### config.mk
export PLATFORM = sky130hd
export DESIGN_NAME = light_gesture_volume_and_tempo_top
export DESIGN_NICKNAME = d
export VERILOG_FILES = /design/src/rtl/core/lgvt_pkg.sv /design/src/rtl/core/lgvt_front.sv /design/src/rtl/core/lgvt_queue.sv /design/src/rtl/core/lgvt_back.sv /design/src/rtl/core/light_gesture_volume_and_tempo_top.sv
export SDC_FILE = /design/constraint.sdc
export NUM_CORES = 1
export LEC_CHECK = 0
export ABC_CLOCK_PERIOD_IN_PS = 3500
export BUFFER_PORTS_ARGS = -buffer_cell sky130_fd_sc_hd__buf_2
export CAP_MARGIN = 20
export CORE_UTILIZATION = 30
export DETAILED_ROUTE_END_ITERATION = 10
export PLACE_DENSITY = 0.44
export SYNTH_ARGS = -nofsm -noshare
export SYNTH_HDL_FRONTEND = slang
export SYNTH_HIERARCHICAL = 1
export SYNTH_SLANG_ARGS = --single-unit
### constraint.sdc
create_clock -name i_clk -period 3.5 [get_ports i_clk]
set_input_delay 1.05 -clock i_clk [delete_from_list [all_inputs] [get_ports i_clk]]
set_output_delay 1.05 -clock i_clk [all_outputs]
set_load 0.02 [all_outputs]
### src/rtl/core/lgvt_pkg.sv
// ----------------------------------------------------------------------------
// lgvt_pkg
// Shared constants, register indexes and item classes for the light gesture
// volume and tempo block.
// ----------------------------------------------------------------------------
package lgvt_pkg;

    localparam int DEF_SAMPLE_BITS    = 10;
    localparam int DEF_POT_MAX        = 128;
    localparam int STEP_BITS          = 8;
    localparam int PERIOD_BITS        = 16;
    localparam int CFG_DATA_BITS      = 16;
    localparam int CFG_IDX_BITS       = 3;

    localparam int LOW_RESET          = 0;
    localparam int MID_RESET          = 512;
    localparam int HIGH_RESET         = 1023;
    localparam int MIN_PERIOD_RESET   = 300;
    localparam int FIRST_PERIOD_RESET = 500;
    localparam int LOW_MARGIN         = 2;

    typedef enum logic [CFG_IDX_BITS-1:0] {
        REG_LOW          = 3'd0,
        REG_MID          = 3'd1,
        REG_HIGH         = 3'd2,
        REG_MIN_PERIOD   = 3'd3,
        REG_FIRST_PERIOD = 3'd4
    } t_reg_idx;

    typedef enum logic [1:0] {
        CLS_NONE,
        CLS_ZERO,
        CLS_FULL,
        CLS_DIV
    } t_class;

endpackage

### src/rtl/core/lgvt_front.sv
// ----------------------------------------------------------------------------
// lgvt_front
// Takes tick requests, clamps the volume sample and classifies the target
// step; forms the scaled numerator and the range for the divider.
// ----------------------------------------------------------------------------
module lgvt_front import lgvt_pkg::*; #(
    parameter int SAMPLE_BITS = DEF_SAMPLE_BITS,
    parameter int POT_MAX     = DEF_POT_MAX,
    localparam int PW         = $clog2(POT_MAX + 1),
    localparam int NW         = SAMPLE_BITS + PW
) (
    input  logic                   i_clk,
    input  logic                   i_rst_n,
    input  logic                   push,
    output logic                   full,
    input  logic                   i_sample_valid,
    input  logic [SAMPLE_BITS-1:0] i_volume_sample,
    input  logic [SAMPLE_BITS-1:0] i_hand_sample,
    input  logic [SAMPLE_BITS-1:0] i_low,
    input  logic [SAMPLE_BITS-1:0] i_high,
    input  logic                   i_q_full,
    output logic                   o_q_push,
    output t_class                 o_cls,
    output logic [NW-1:0]          o_num,
    output logic [SAMPLE_BITS-1:0] o_den,
    output logic [SAMPLE_BITS-1:0] o_hand
);

    logic                   r_vld;
    logic                   r_sv;
    logic [SAMPLE_BITS-1:0] r_vol;
    logic [SAMPLE_BITS-1:0] r_hand;
    logic                   load;
    logic [SAMPLE_BITS-1:0] clamped;
    logic [SAMPLE_BITS-1:0] diff;

    assign full     = r_vld && i_q_full;
    assign load     = push && !full;
    assign o_q_push = r_vld;
    assign o_hand   = r_hand;

    always_comb begin
        clamped = (r_vol > i_high) ? i_high : r_vol;
        diff    = clamped - i_low;
        o_den   = i_high - i_low;
        o_num   = NW'(diff) * NW'(POT_MAX);
        if (!r_sv) begin
            o_cls = CLS_NONE;
        end else if (clamped < i_low) begin
            o_cls = CLS_ZERO;
        end else if (i_high <= i_low) begin
            o_cls = CLS_FULL;
        end else begin
            o_cls = CLS_DIV;
        end
    end

    always_ff @(posedge i_clk) begin
        if (!i_rst_n) begin
            r_vld <= 1'b0;
        end else begin
            if (load) begin
                r_vld  <= 1'b1;
                r_sv   <= i_sample_valid;
                r_vol  <= i_volume_sample;
                r_hand <= i_hand_sample;
            end else if (!i_q_full) begin
                r_vld <= 1'b0;
            end
        end
    end

endmodule

### src/rtl/core/lgvt_queue.sv
// ----------------------------------------------------------------------------
// lgvt_queue
// Two-entry queue between the classifying front and the executing back.
// ----------------------------------------------------------------------------
module lgvt_queue import lgvt_pkg::*; #(
    parameter int WIDTH = CFG_DATA_BITS
) (
    input  logic             i_clk,
    input  logic             i_rst_n,
    input  logic             i_push,
    input  logic [WIDTH-1:0] i_data,
    output logic             o_full,
    input  logic             i_pop,
    output logic [WIDTH-1:0] o_data,
    output logic             o_empty
);

    logic [WIDTH-1:0] r_mem [2];
    logic             r_wptr;
    logic             r_rptr;
    logic [1:0]       r_count;
    logic             do_push;
    logic             do_pop;

    assign o_full  = (r_count == 2'd2);
    assign o_empty = (r_count == 2'd0);
    assign do_push = i_push && !o_full;
    assign do_pop  = i_pop && !o_empty;
    assign o_data  = r_mem[r_rptr];

    always_ff @(posedge i_clk) begin
        if (do_push) begin
            r_mem[r_wptr] <= i_data;
        end
    end

    always_ff @(posedge i_clk) begin
        if (!i_rst_n) begin
            r_wptr  <= 1'b0;
            r_rptr  <= 1'b0;
            r_count <= 2'd0;
        end else begin
            if (do_push) begin
                r_wptr <= !r_wptr;
            end
            if (do_pop) begin
                r_rptr <= !r_rptr;
            end
            if (do_push && !do_pop) begin
                r_count <= r_count + 2'd1;
            end else if (do_pop && !do_push) begin
                r_count <= r_count - 2'd1;
            end
        end
    end

endmodule

### src/rtl/core/lgvt_back.sv
// ----------------------------------------------------------------------------
// lgvt_back
// Runs the serial divider for the target step, slews the pot step, tracks
// the hand hysteresis and beat period, and holds the result register.
// ----------------------------------------------------------------------------
module lgvt_back import lgvt_pkg::*; #(
    parameter int SAMPLE_BITS = DEF_SAMPLE_BITS,
    parameter int POT_MAX     = DEF_POT_MAX,
    localparam int PW         = $clog2(POT_MAX + 1),
    localparam int NW         = SAMPLE_BITS + PW,
    localparam int CW         = $clog2(PW)
) (
    input  logic                   i_clk,
    input  logic                   i_rst_n,
    input  logic                   i_q_empty,
    output logic                   o_q_pop,
    input  t_class                 i_cls,
    input  logic [NW-1:0]          i_num,
    input  logic [SAMPLE_BITS-1:0] i_den,
    input  logic [SAMPLE_BITS-1:0] i_hand,
    input  logic [SAMPLE_BITS-1:0] i_low,
    input  logic [SAMPLE_BITS-1:0] i_mid,
    input  logic [SAMPLE_BITS-1:0] i_high,
    input  logic [PERIOD_BITS-1:0] i_min_period,
    input  logic [PERIOD_BITS-1:0] i_first_period,
    input  logic                   pop,
    output logic                   empty,
    output logic                   o_pot_write,
    output logic [STEP_BITS-1:0]   o_pot_step,
    output logic                   o_beat,
    output logic [PERIOD_BITS-1:0] o_beat_period,
    output logic                   o_hand_is_high
);

    typedef enum logic [1:0] {ST_IDLE, ST_DIV, ST_DONE} t_state;

    t_state                 r_state;
    t_class                 r_cls;
    logic [SAMPLE_BITS-1:0] r_hand;
    logic [SAMPLE_BITS-1:0] r_den;
    logic [SAMPLE_BITS-1:0] r_rem;
    logic [PW-1:0]          r_shift;
    logic [CW-1:0]          r_cnt;
    logic [STEP_BITS-1:0]   r_target;

    logic                   r_out_valid;
    logic                   r_out_write;
    logic                   r_out_beat;
    logic [STEP_BITS-1:0]   r_last_step;
    logic                   r_hand_high;
    logic                   r_seen_low;
    logic                   r_seen_high;
    logic [PERIOD_BITS-1:0] r_tick;
    logic [PERIOD_BITS-1:0] r_period;
    logic                   r_any_beat;

    logic [SAMPLE_BITS:0]   trial;
    logic                   fits;
    logic [SAMPLE_BITS-1:0] rem_next;
    logic [PW-1:0]          shift_next;
    logic [PW-1:0]          quot_sat;
    logic                   out_free;
    logic                   sample;
    logic [SAMPLE_BITS:0]   low_plus;

    logic [STEP_BITS-1:0]   n_last_step;
    logic                   n_hand_high;
    logic                   n_seen_low;
    logic                   n_seen_high;
    logic [PERIOD_BITS-1:0] n_tick;
    logic [PERIOD_BITS-1:0] n_period;
    logic [PERIOD_BITS-1:0] raw_period;
    logic                   n_any_beat;
    logic                   n_beat;

    assign out_free       = !r_out_valid || pop;
    assign o_q_pop        = (r_state == ST_IDLE) && !i_q_empty;
    assign empty          = !r_out_valid;
    assign o_pot_write    = r_out_write;
    assign o_beat         = r_out_beat;
    assign o_pot_step     = r_last_step;
    assign o_beat_period  = r_period;
    assign o_hand_is_high = r_hand_high;
    assign sample         = (r_cls != CLS_NONE);

    always_comb begin
        trial      = {r_rem, r_shift[PW-1]};
        fits       = (trial >= {1'b0, r_den});
        rem_next   = fits ? SAMPLE_BITS'(trial - {1'b0, r_den}) : trial[SAMPLE_BITS-1:0];
        shift_next = {r_shift[PW-2:0], fits};
        quot_sat   = (shift_next > PW'(POT_MAX)) ? PW'(POT_MAX) : shift_next;
    end

    always_comb begin
        low_plus    = {1'b0, i_low} + (SAMPLE_BITS + 1)'(LOW_MARGIN);
        n_last_step = r_last_step;
        n_hand_high = r_hand_high;
        n_seen_low  = r_seen_low;
        n_seen_high = r_seen_high;
        n_tick      = r_tick;
        n_period    = r_period;
        n_any_beat  = r_any_beat;
        n_beat      = 1'b0;
        raw_period  = r_any_beat ? r_tick : i_first_period;
        if (sample) begin
            if (r_target > r_last_step) begin
                n_last_step = r_last_step + 1'b1;
            end else if (r_target < r_last_step) begin
                n_last_step = r_last_step - 1'b1;
            end
            if (!r_hand_high) begin
                if ((r_hand > i_mid) && r_seen_low) begin
                    n_hand_high = 1'b1;
                    n_seen_high = 1'b0;
                    n_beat      = 1'b1;
                    n_any_beat  = 1'b1;
                    n_tick      = '0;
                    n_period    = (raw_period < i_min_period) ? i_min_period : raw_period;
                end
            end else begin
                if ((r_hand < i_mid) && r_seen_high) begin
                    n_hand_high = 1'b0;
                    n_seen_low  = 1'b0;
                end
            end
            if ({1'b0, r_hand} <= low_plus) begin
                n_seen_low = 1'b1;
            end
            if (r_hand >= i_high) begin
                n_seen_high = 1'b1;
            end
        end
        if (n_tick != '1) begin
            n_tick = n_tick + 1'b1;
        end
    end

    always_ff @(posedge i_clk) begin
        if (!i_rst_n) begin
            r_state     <= ST_IDLE;
            r_out_valid <= 1'b0;
            r_out_write <= 1'b0;
            r_out_beat  <= 1'b0;
            r_last_step <= '0;
            r_hand_high <= 1'b1;
            r_seen_low  <= 1'b0;
            r_seen_high <= 1'b0;
            r_tick      <= '0;
            r_period    <= '0;
            r_any_beat  <= 1'b0;
        end else begin
            if ((r_state == ST_DONE) && out_free) begin
                r_out_valid <= 1'b1;
            end else if (pop && r_out_valid) begin
                r_out_valid <= 1'b0;
            end
            case (r_state)
                ST_IDLE: begin
                    if (!i_q_empty) begin
                        r_cls   <= i_cls;
                        r_hand  <= i_hand;
                        r_den   <= i_den;
                        r_rem   <= i_num[NW-1:PW];
                        r_shift <= i_num[PW-1:0];
                        r_cnt   <= '0;
                        if (i_cls == CLS_DIV) begin
                            r_state <= ST_DIV;
                        end else begin
                            r_target <= (i_cls == CLS_FULL) ? STEP_BITS'(POT_MAX) : '0;
                            r_state  <= ST_DONE;
                        end
                    end
                end
                ST_DIV: begin
                    r_rem   <= rem_next;
                    r_shift <= shift_next;
                    r_cnt   <= r_cnt + 1'b1;
                    if (r_cnt == CW'(PW - 1)) begin
                        r_target <= STEP_BITS'(quot_sat);
                        r_state  <= ST_DONE;
                    end
                end
                ST_DONE: begin
                    if (out_free) begin
                        r_out_write <= sample;
                        r_out_beat  <= n_beat;
                        r_last_step <= n_last_step;
                        r_hand_high <= n_hand_high;
                        r_seen_low  <= n_seen_low;
                        r_seen_high <= n_seen_high;
                        r_tick      <= n_tick;
                        r_period    <= n_period;
                        r_any_beat  <= n_any_beat;
                        r_state     <= ST_IDLE;
                    end
                end
                default: begin
                    r_state <= ST_IDLE;
                end
            endcase
        end
    end

endmodule

### src/rtl/core/light_gesture_volume_and_tempo_top.sv
// ----------------------------------------------------------------------------
// light_gesture_volume_and_tempo_top
// One request per timer tick. Tick requests enter through push/full and are
// taken when push is high and full is low. Each request gives exactly one
// result, shown on the output ports while empty is low and taken when pop is
// high and empty is low. pot_step, beat_period and hand_is_high always show
// the current held state; pot_write and beat mark what this tick did.
// A request is registered in the input stage, then passes a two-entry
// queue to the divider and is registered as the result; up to five
// requests can be held while pop stays low, and full rises once five are
// held. New requests are taken while the shift-subtract divider forms the
// target step one quotient bit per cycle; ticks without a sample, or with
// a zero or full step, skip it. Configuration writes take effect at once;
// the user must make them only while no request is in flight, which the
// block does not enforce. Reset clears the held state: step 0, hand high,
// no beat yet, period 0, configuration to its defaults.
// ----------------------------------------------------------------------------
module light_gesture_volume_and_tempo_top import lgvt_pkg::*; #(
    parameter int SAMPLE_BITS = DEF_SAMPLE_BITS,
    parameter int POT_MAX     = DEF_POT_MAX
) (
    input  logic                     i_clk,
    input  logic                     i_rst_n,
    input  logic                     push,
    output logic                     full,
    input  logic                     i_sample_valid,
    input  logic [SAMPLE_BITS-1:0]   i_volume_sample,
    input  logic [SAMPLE_BITS-1:0]   i_hand_sample,
    input  logic                     pop,
    output logic                     empty,
    output logic                     o_pot_write,
    output logic [STEP_BITS-1:0]     o_pot_step,
    output logic                     o_beat,
    output logic [PERIOD_BITS-1:0]   o_beat_period,
    output logic                     o_hand_is_high,
    input  logic                     i_cfg_we,
    input  logic [CFG_IDX_BITS-1:0]  i_cfg_idx,
    input  logic [CFG_DATA_BITS-1:0] i_cfg_data
);

    localparam int PW = $clog2(POT_MAX + 1);
    localparam int NW = SAMPLE_BITS + PW;
    localparam int QW = 2 + SAMPLE_BITS + SAMPLE_BITS + NW;

    logic [SAMPLE_BITS-1:0] r_low;
    logic [SAMPLE_BITS-1:0] r_mid;
    logic [SAMPLE_BITS-1:0] r_high;
    logic [PERIOD_BITS-1:0] r_min_period;
    logic [PERIOD_BITS-1:0] r_first_period;

    logic                   f_push;
    t_class                 f_cls;
    logic [NW-1:0]          f_num;
    logic [SAMPLE_BITS-1:0] f_den;
    logic [SAMPLE_BITS-1:0] f_hand;
    logic                   q_full;
    logic                   q_empty;
    logic                   q_pop;
    logic [QW-1:0]          q_din;
    logic [QW-1:0]          q_dout;
    t_class                 b_cls;

    always_ff @(posedge i_clk) begin
        if (!i_rst_n) begin
            r_low          <= SAMPLE_BITS'(LOW_RESET);
            r_mid          <= SAMPLE_BITS'(MID_RESET);
            r_high         <= SAMPLE_BITS'(HIGH_RESET);
            r_min_period   <= PERIOD_BITS'(MIN_PERIOD_RESET);
            r_first_period <= PERIOD_BITS'(FIRST_PERIOD_RESET);
        end else if (i_cfg_we) begin
            case (i_cfg_idx)
                REG_LOW:          r_low          <= i_cfg_data[SAMPLE_BITS-1:0];
                REG_MID:          r_mid          <= i_cfg_data[SAMPLE_BITS-1:0];
                REG_HIGH:         r_high         <= i_cfg_data[SAMPLE_BITS-1:0];
                REG_MIN_PERIOD:   r_min_period   <= i_cfg_data[PERIOD_BITS-1:0];
                REG_FIRST_PERIOD: r_first_period <= i_cfg_data[PERIOD_BITS-1:0];
                default: begin
                end
            endcase
        end
    end

    lgvt_front #(
        .SAMPLE_BITS (SAMPLE_BITS),
        .POT_MAX     (POT_MAX)
    ) u_front (
        .i_clk           (i_clk),
        .i_rst_n         (i_rst_n),
        .push            (push),
        .full            (full),
        .i_sample_valid  (i_sample_valid),
        .i_volume_sample (i_volume_sample),
        .i_hand_sample   (i_hand_sample),
        .i_low           (r_low),
        .i_high          (r_high),
        .i_q_full        (q_full),
        .o_q_push        (f_push),
        .o_cls           (f_cls),
        .o_num           (f_num),
        .o_den           (f_den),
        .o_hand          (f_hand)
    );

    assign q_din = {f_cls, f_hand, f_den, f_num};

    lgvt_queue #(
        .WIDTH (QW)
    ) u_queue (
        .i_clk   (i_clk),
        .i_rst_n (i_rst_n),
        .i_push  (f_push),
        .i_data  (q_din),
        .o_full  (q_full),
        .i_pop   (q_pop),
        .o_data  (q_dout),
        .o_empty (q_empty)
    );

    assign b_cls = t_class'(q_dout[QW-1 -: 2]);

    lgvt_back #(
        .SAMPLE_BITS (SAMPLE_BITS),
        .POT_MAX     (POT_MAX)
    ) u_back (
        .i_clk          (i_clk),
        .i_rst_n        (i_rst_n),
        .i_q_empty      (q_empty),
        .o_q_pop        (q_pop),
        .i_cls          (b_cls),
        .i_num          (q_dout[NW-1:0]),
        .i_den          (q_dout[NW +: SAMPLE_BITS]),
        .i_hand         (q_dout[NW + SAMPLE_BITS +: SAMPLE_BITS]),
        .i_low          (r_low),
        .i_mid          (r_mid),
        .i_high         (r_high),
        .i_min_period   (r_min_period),
        .i_first_period (r_first_period),
        .pop            (pop),
        .empty          (empty),
        .o_pot_write    (o_pot_write),
        .o_pot_step     (o_pot_step),
        .o_beat         (o_beat),
        .o_beat_period  (o_beat_period),
        .o_hand_is_high (o_hand_is_high)
    );

endmodule
# Word level (Yosys, flattened, before mapping)
# Memories as Yosys holds them, arrays and structs flattened. A register that Yosys moved wholly into a read port is not among the register bits.
# Index checks and enable logic that the tools add are counted.
# totals
output_inout_bits	29
ramBits	64
regBits	188
mem_count	1
wordCells	170
inputBits	45
# classes
order_cmp	12
bitwise_logic	2
eq_ne	17
mux	51
n_reduce_logical	47
addsub	10
# mem_list
name	depth	word_bits	read_ports	rd_clocked_by_memory_dff	wr	line	text
u_queue.r_mem	2	32	1	1	1	lgvt_queue.sv:18	logic [WIDTH-1:0] r_mem [2];
# op_table
op	n
$mux W16	6
$mux W8	8
$pmux W8 S2	2
$mux W10	3
$sub A10 B10 Y10	3
$gt A10 B10 Y1	2
$lt A10 B10 Y1	2
$mux W1	20
$pmux W10 S2	1
$reduce_and A5 Y1	4
$add A16 B1 Y16 const B	1
$lt A16 B16 Y1	1
$mux W2	8
$ne A16 B16 Y1 const B	1
$reduce_bool A2 Y1	8
$reduce_and A2 Y1	7
$reduce_and A3 Y1	4
$add A10 B2 Y11 const B	1
$ge A11 B10 Y1	1
$le A10 B11 Y1	1
$logic_and A1 B1 Y1	11
$ge A10 B10 Y1	1
$le A10 B10 Y1	1
$add A8 B1 Y8 const B	1
23 further kinds	41

# Longest topological paths before layout
# depth
word_depth	7
ltp_mapped	15
depth_no_buf	14

# Cells and area by module
# The synthesis kept the hierarchy.
# by_module_without_submodules
module	area_per_inst_um2	n_inst	cells_per_inst	seq_area_each_um2
lgvt_back	6582.6	1	688	2512.4
lgvt_queue	3106.7	1	149	2502.4
light_gesture_volume_and_tempo_top	2409.8	1	234	1241.2
lgvt_front	2035.7	1	205	650.6

# Worst setup path after synthesis
# Ideal clock, no wire load.
# synth_path
kind	register to register
startpoint	reg u_back.r_last_step[1], in the netlist u_back/o_pot_step[1]
endpoint	reg u_back.r_last_step[7], in the netlist u_back/o_pot_step[7]
setup_slack_ns	0.097
stages_incl_launch_ff	15
path_buffers	0
synth_period_minus_slack_ns	3.403
setup_ns	0.070
arrival_time_ns	3.333
required_ns	3.430
cell_sequence	dfxtp_1 inv_1 ha_1 nor2b_1 o211ai_1 a21oi_1 o21ai_0 ha_1 a21oi_1 o211ai_1 nor4_1 nor3_1 xnor2_1 or3_1 a21oi_1
# synth_via
elab_chain_len	3
elab_cells_between_ends	8
# synth_lines
item	line	text
start: declaration	lgvt_back.sv:49	logic [STEP_BITS-1:0] r_last_step;
start signal: assignment	lgvt_back.sv:187	r_last_step <= n_last_step;
$sub A8 B1 Y8, or another cell as far along	lgvt_back.sv:109	n_last_step = r_last_step - 1'b1;
$mux W8 / $reduce_bool A2 Y1 (equally long branches)	--	
$mux W8 / $reduce_and A4 Y1 (equally long branches)	--	
# Parallel ways exist; a longest one is shown, timed or not. The select of a mux whose other input is x is not followed.
# A chain may end at the register's enable or synchronous reset.

==> metrics.yaml <==
power_and_ir_drop:
  pwr-share-clk_pct: 34.7
  power.ir.vdd_worst_v: 0.0003489
  p_int_uw: 7094
  p_leak_uw: 0.006814
  pwr-share-comb_pct: 25.8
  p_sw_uw: 3075
  seq_power_share_pct: 39.5
  swShare_pct: 30.23
  powerDensity_nw_per_um2: 601.6
  finalPower_uw: 10170
die:
  rows: 79
  dieHeight_um: 219.1
  start_util_pct: 30.36
  die_x_um: 219.1
  core_um2: 46560
  dieArea_um2: 47990
  ioPinCount: 74
route:
  wl_per_cell_um: 17.18
  drc: 0
  vias: 9754
  ant_nets: 0
  drt_iter0_drc: 465
  routed_wl_um: 35020
  first_pass_iters: 7
  drt-vias-per-instance: 4.786
sta:
  fmax_mhz: 288.0
  drv_slew: 0
  setup_viol: 0
  hold_slack_ns: 0.4486
  slew_headroom_pct: 47.66
  fin_skew_ns: 0.02752
  rsz0062_at_grt: "yes"
  tightest_slew_ns: 0.7851
  finalCritPeriodShare_pct: 99.20
  hold_violations: 0
  fin_crit_ns: 3.472
synthesis:
  yosysUniqueCellTypes: 81
  synth_area_leader_cell: "edfxtp_1"
  avgSynthCellArea_um2: 11.08
  synth_adder_area_share_pct: 9.861
  muxShareOfSynthArea_pct: 11.91
  synth_compound_area_share_pct: 9.410
  synth_most_common_cell: "edfxtp_1"
  synth_top_cell_area_share_pct: 32.29
  async_flop_share_pct: 0
  synthCells: 1276
  synthTopCellsByArea: "edfxtp_1 (32%), dfxtp_1 (17%), ha_1 (9.3%), mux2i_1 (6.5%), mux2_2 (4.5%)"
  synth-xor-area-share_pct: 2.540
  synth_edf_count: 152
  synth_ff_type: "edfxtp_1"
  yosysSeqAreaShare_pct: 48.86
  netlist_area_um2: 14130
  yosysWarnings: 6
  ys_ff_latch: 269
  synth_common_cells: "edfxtp_1 (152), nand2_1 (133), dfxtp_1 (117), ha_1 (105), inv_1 (95)"
  synthSimpleGateAreaFrac_pct: 12.78
  synth_top_family_by_area: "simple AND/OR/NAND/NOR gates"
placement:
  dp_hpwl_um: 25410
  portBuffers: 73
  place_area_um2: 15420
  globalplace.congestion: 0.8471
clock_tree:
  clk_latency_ns: 0.54
  cts.sinks: 269
  path_clk_slew_ns: 0.06
  root_buffer: "clkbuf_16"
  clock_tree.buffer_depth: 3
  cts_buffers: 35
  htreeDepth: 2
  tritoncts: "built"
global_routing:
  grt_start_max_net_pins: 111
  grt_overflow_total: 0
  grt_pass1_wl_um: 54620
  antenna_found_initial: 0
  grtUsageTotal_pct: 14.81
  grt_pass1_vias: 9716
critical_path:
  critPathArrivalTime_ns: 3.73
  worstSetupStartpointType: "register"
  critPathCaptureType: "register"
  max_stage_delay_ns: 0.44
  cp_cell_sequence: "ha_4 > nand4_1 > a211oi_2 > a2111oi_4 > a31oi_1 > buf_4 > buf_6 > mux2_4 > ha_4 > nor2b_2 > o31a_1 > o2111ai_1 > nand2_1 > xor2_2"
  critical_path.most_common_cell: "ha_4"
  cp_slowest_cell: "edfxtp_1"
  worstPathRequired_ns: 3.76
  path_max_fanout: 7
  critPathKind: "reg -> reg"
run:
  maxCapViolations: 0
cells_and_area:
  syn_to_final_growth_pct: 19.59
  nNetsFinal: 1558
  layout-drive-gt1-share_pct: 21.52
  stdcell_area_um2: 16900
  nFillCells: 4609
  antenna_cells: 0
min_path:
  hold_class: "reg -> reg"
status:
  status: "completed"
-- cells in the final DEF (no fill, tap or decap), types with 7 or more instances in the layout --
cell,count
a211oi_1,7
a21oi_1,47
a31oi_1,10
and2_1,11
and3_1,7
buf_2,72
buf_4,56
clkbuf_1,9
clkbuf_16,38
conb_1,8
dfxtp_1,116
edfxtp_1,152
ha_1,95
ha_4,8
inv_1,95
mux2_2,56
mux2_4,9
mux2i_1,91
nand2_1,133
nand2b_1,8
nand3_1,23
nand4_1,24
nor2_1,52
nor2b_1,39
nor3_1,13
o211ai_1,11
o21a_1,8
o21ai_0,32
o21ai_1,7
o2bb2ai_1,15
xnor2_1,22
xor2_1,16
-- area by class of cell --
| class | instances | area (um2) | area share, % |
|---|---|---|---|
| tap | 607 | 759.5 | 4.493 |
| sequential | 269 | 6908 | 40.87 |
| clock buffer | 51 | 1040 | 6.151 |
| timing repair buffer | 134 | 865.8 | 5.122 |
| multi-input combinational | 867 | 6853 | 40.54 |
| inverter | 97 | 364.1 | 2.154 |
| clock inverter | 13 | 113.9 | 0.6736 |
-- what timing repair did --
action	4_1_cts	5_1_grt
buffers inserted	0	11
gates resized for setup	0	39
endpoints found under the setup margin	0	24
hold buffers	0	0
-- power by group through the flow --
stage | registers, uW | clock network (uW) | logic [uW]
2_1_floorplan | 4050 | 0 | 1860
3_3_place_gp | 4080 | 0 | 2580
3_5_place_dp | 4090 | 0 | 2590
4_1_cts | 4020 | 3660 | 2610
5_1_grt | 4060 | 3780 | 2950
6_report | 4020 | 3530 | 2620
-- flip-flops by register name (all words and copies together) (netlist names), 16 cells and up, named ones only --
name	flops
u_back/o_beat_period	16
u_back/r_tick	16
r_min_period	16
r_first_period	16
u_queue/r_mem	80
-- cells by family (layout without fill, tap and decap cells) --
logic type | Yosys count | in the layout
AOI/OAI and AO/OA | 193 | 193
other | 1 | 8
DFF | 269 | 269
adders and majority gates | 109 | 109
and+or+nand+nor | 359 | 359
xor gates and xnor gates | 41 | 41
muxes | 157 | 157
buffers and inverters | 147 | 295
-- metal layers --
layer / wire (um) / track usage, % / part of all wire, %
met5: 0 / 0 / 0
met4: 644 / 4.514 / 1.8
met3: 1214 / 2.453 / 3.5
met2: 16030 / 23.93 / 46
met1: 17130 / 20.16 / 49
-- worst paths after layout --
| kind | slack (ns) | to | startpoint | depth (start not counted) |
|---|---|---|---|---|
| hold reg to reg | 0.45 | u_queue/r_mem[0][35]$_DFFE_PP_ | u_front/o_hand[7]$_DFFE_PP_ | 0 |
| setup reg to reg | 0.03 | u_queue/r_mem[0][16]$_DFFE_PP_ | u_front/r_vol[9]$_DFFE_PP_ | 14 |
| hold / removal | 0.45 | u_queue/r_mem[0][35]$_DFFE_PP_ | u_front/o_hand[7]$_DFFE_PP_ | 0 |
| setup / recovery | 0.03 | u_queue/r_mem[0][16]$_DFFE_PP_ | u_front/r_vol[9]$_DFFE_PP_ | 14 |
-- critical path, delay by kind of cell (launching register included) --
| family | cells | cell delay (ns) |
|---|---|---|
| flip-flops | 1 | 0.44 |
| adder cells (fa/ha/maj) | 2 | 0.51 |
| AND/OR/NAND/NOR | 3 | 0.44 |
| XOR/XNOR | 1 | 0.17 |
| multiplexers | 1 | 0.30 |
| buffers and inverters | 2 | 0.31 |
| AO/OA/AOI/OAI | 5 | 1.03 |
-- per-stage QoR --
step	cells	TNS, ns	util [%]	worst slack (ns)
finish	2038	0	36.31	0.02799
global route	2038	-1.363	36.31	-0.1547
CTS	2026	0	35.60	0.02872
detailed placement	1962	0	33.12	0.05119
global placement	1962	0	33.12	0.1122
floorplan	1283	0	-	0.09693
No activity file was read; power rests on OpenSTA's default activity.
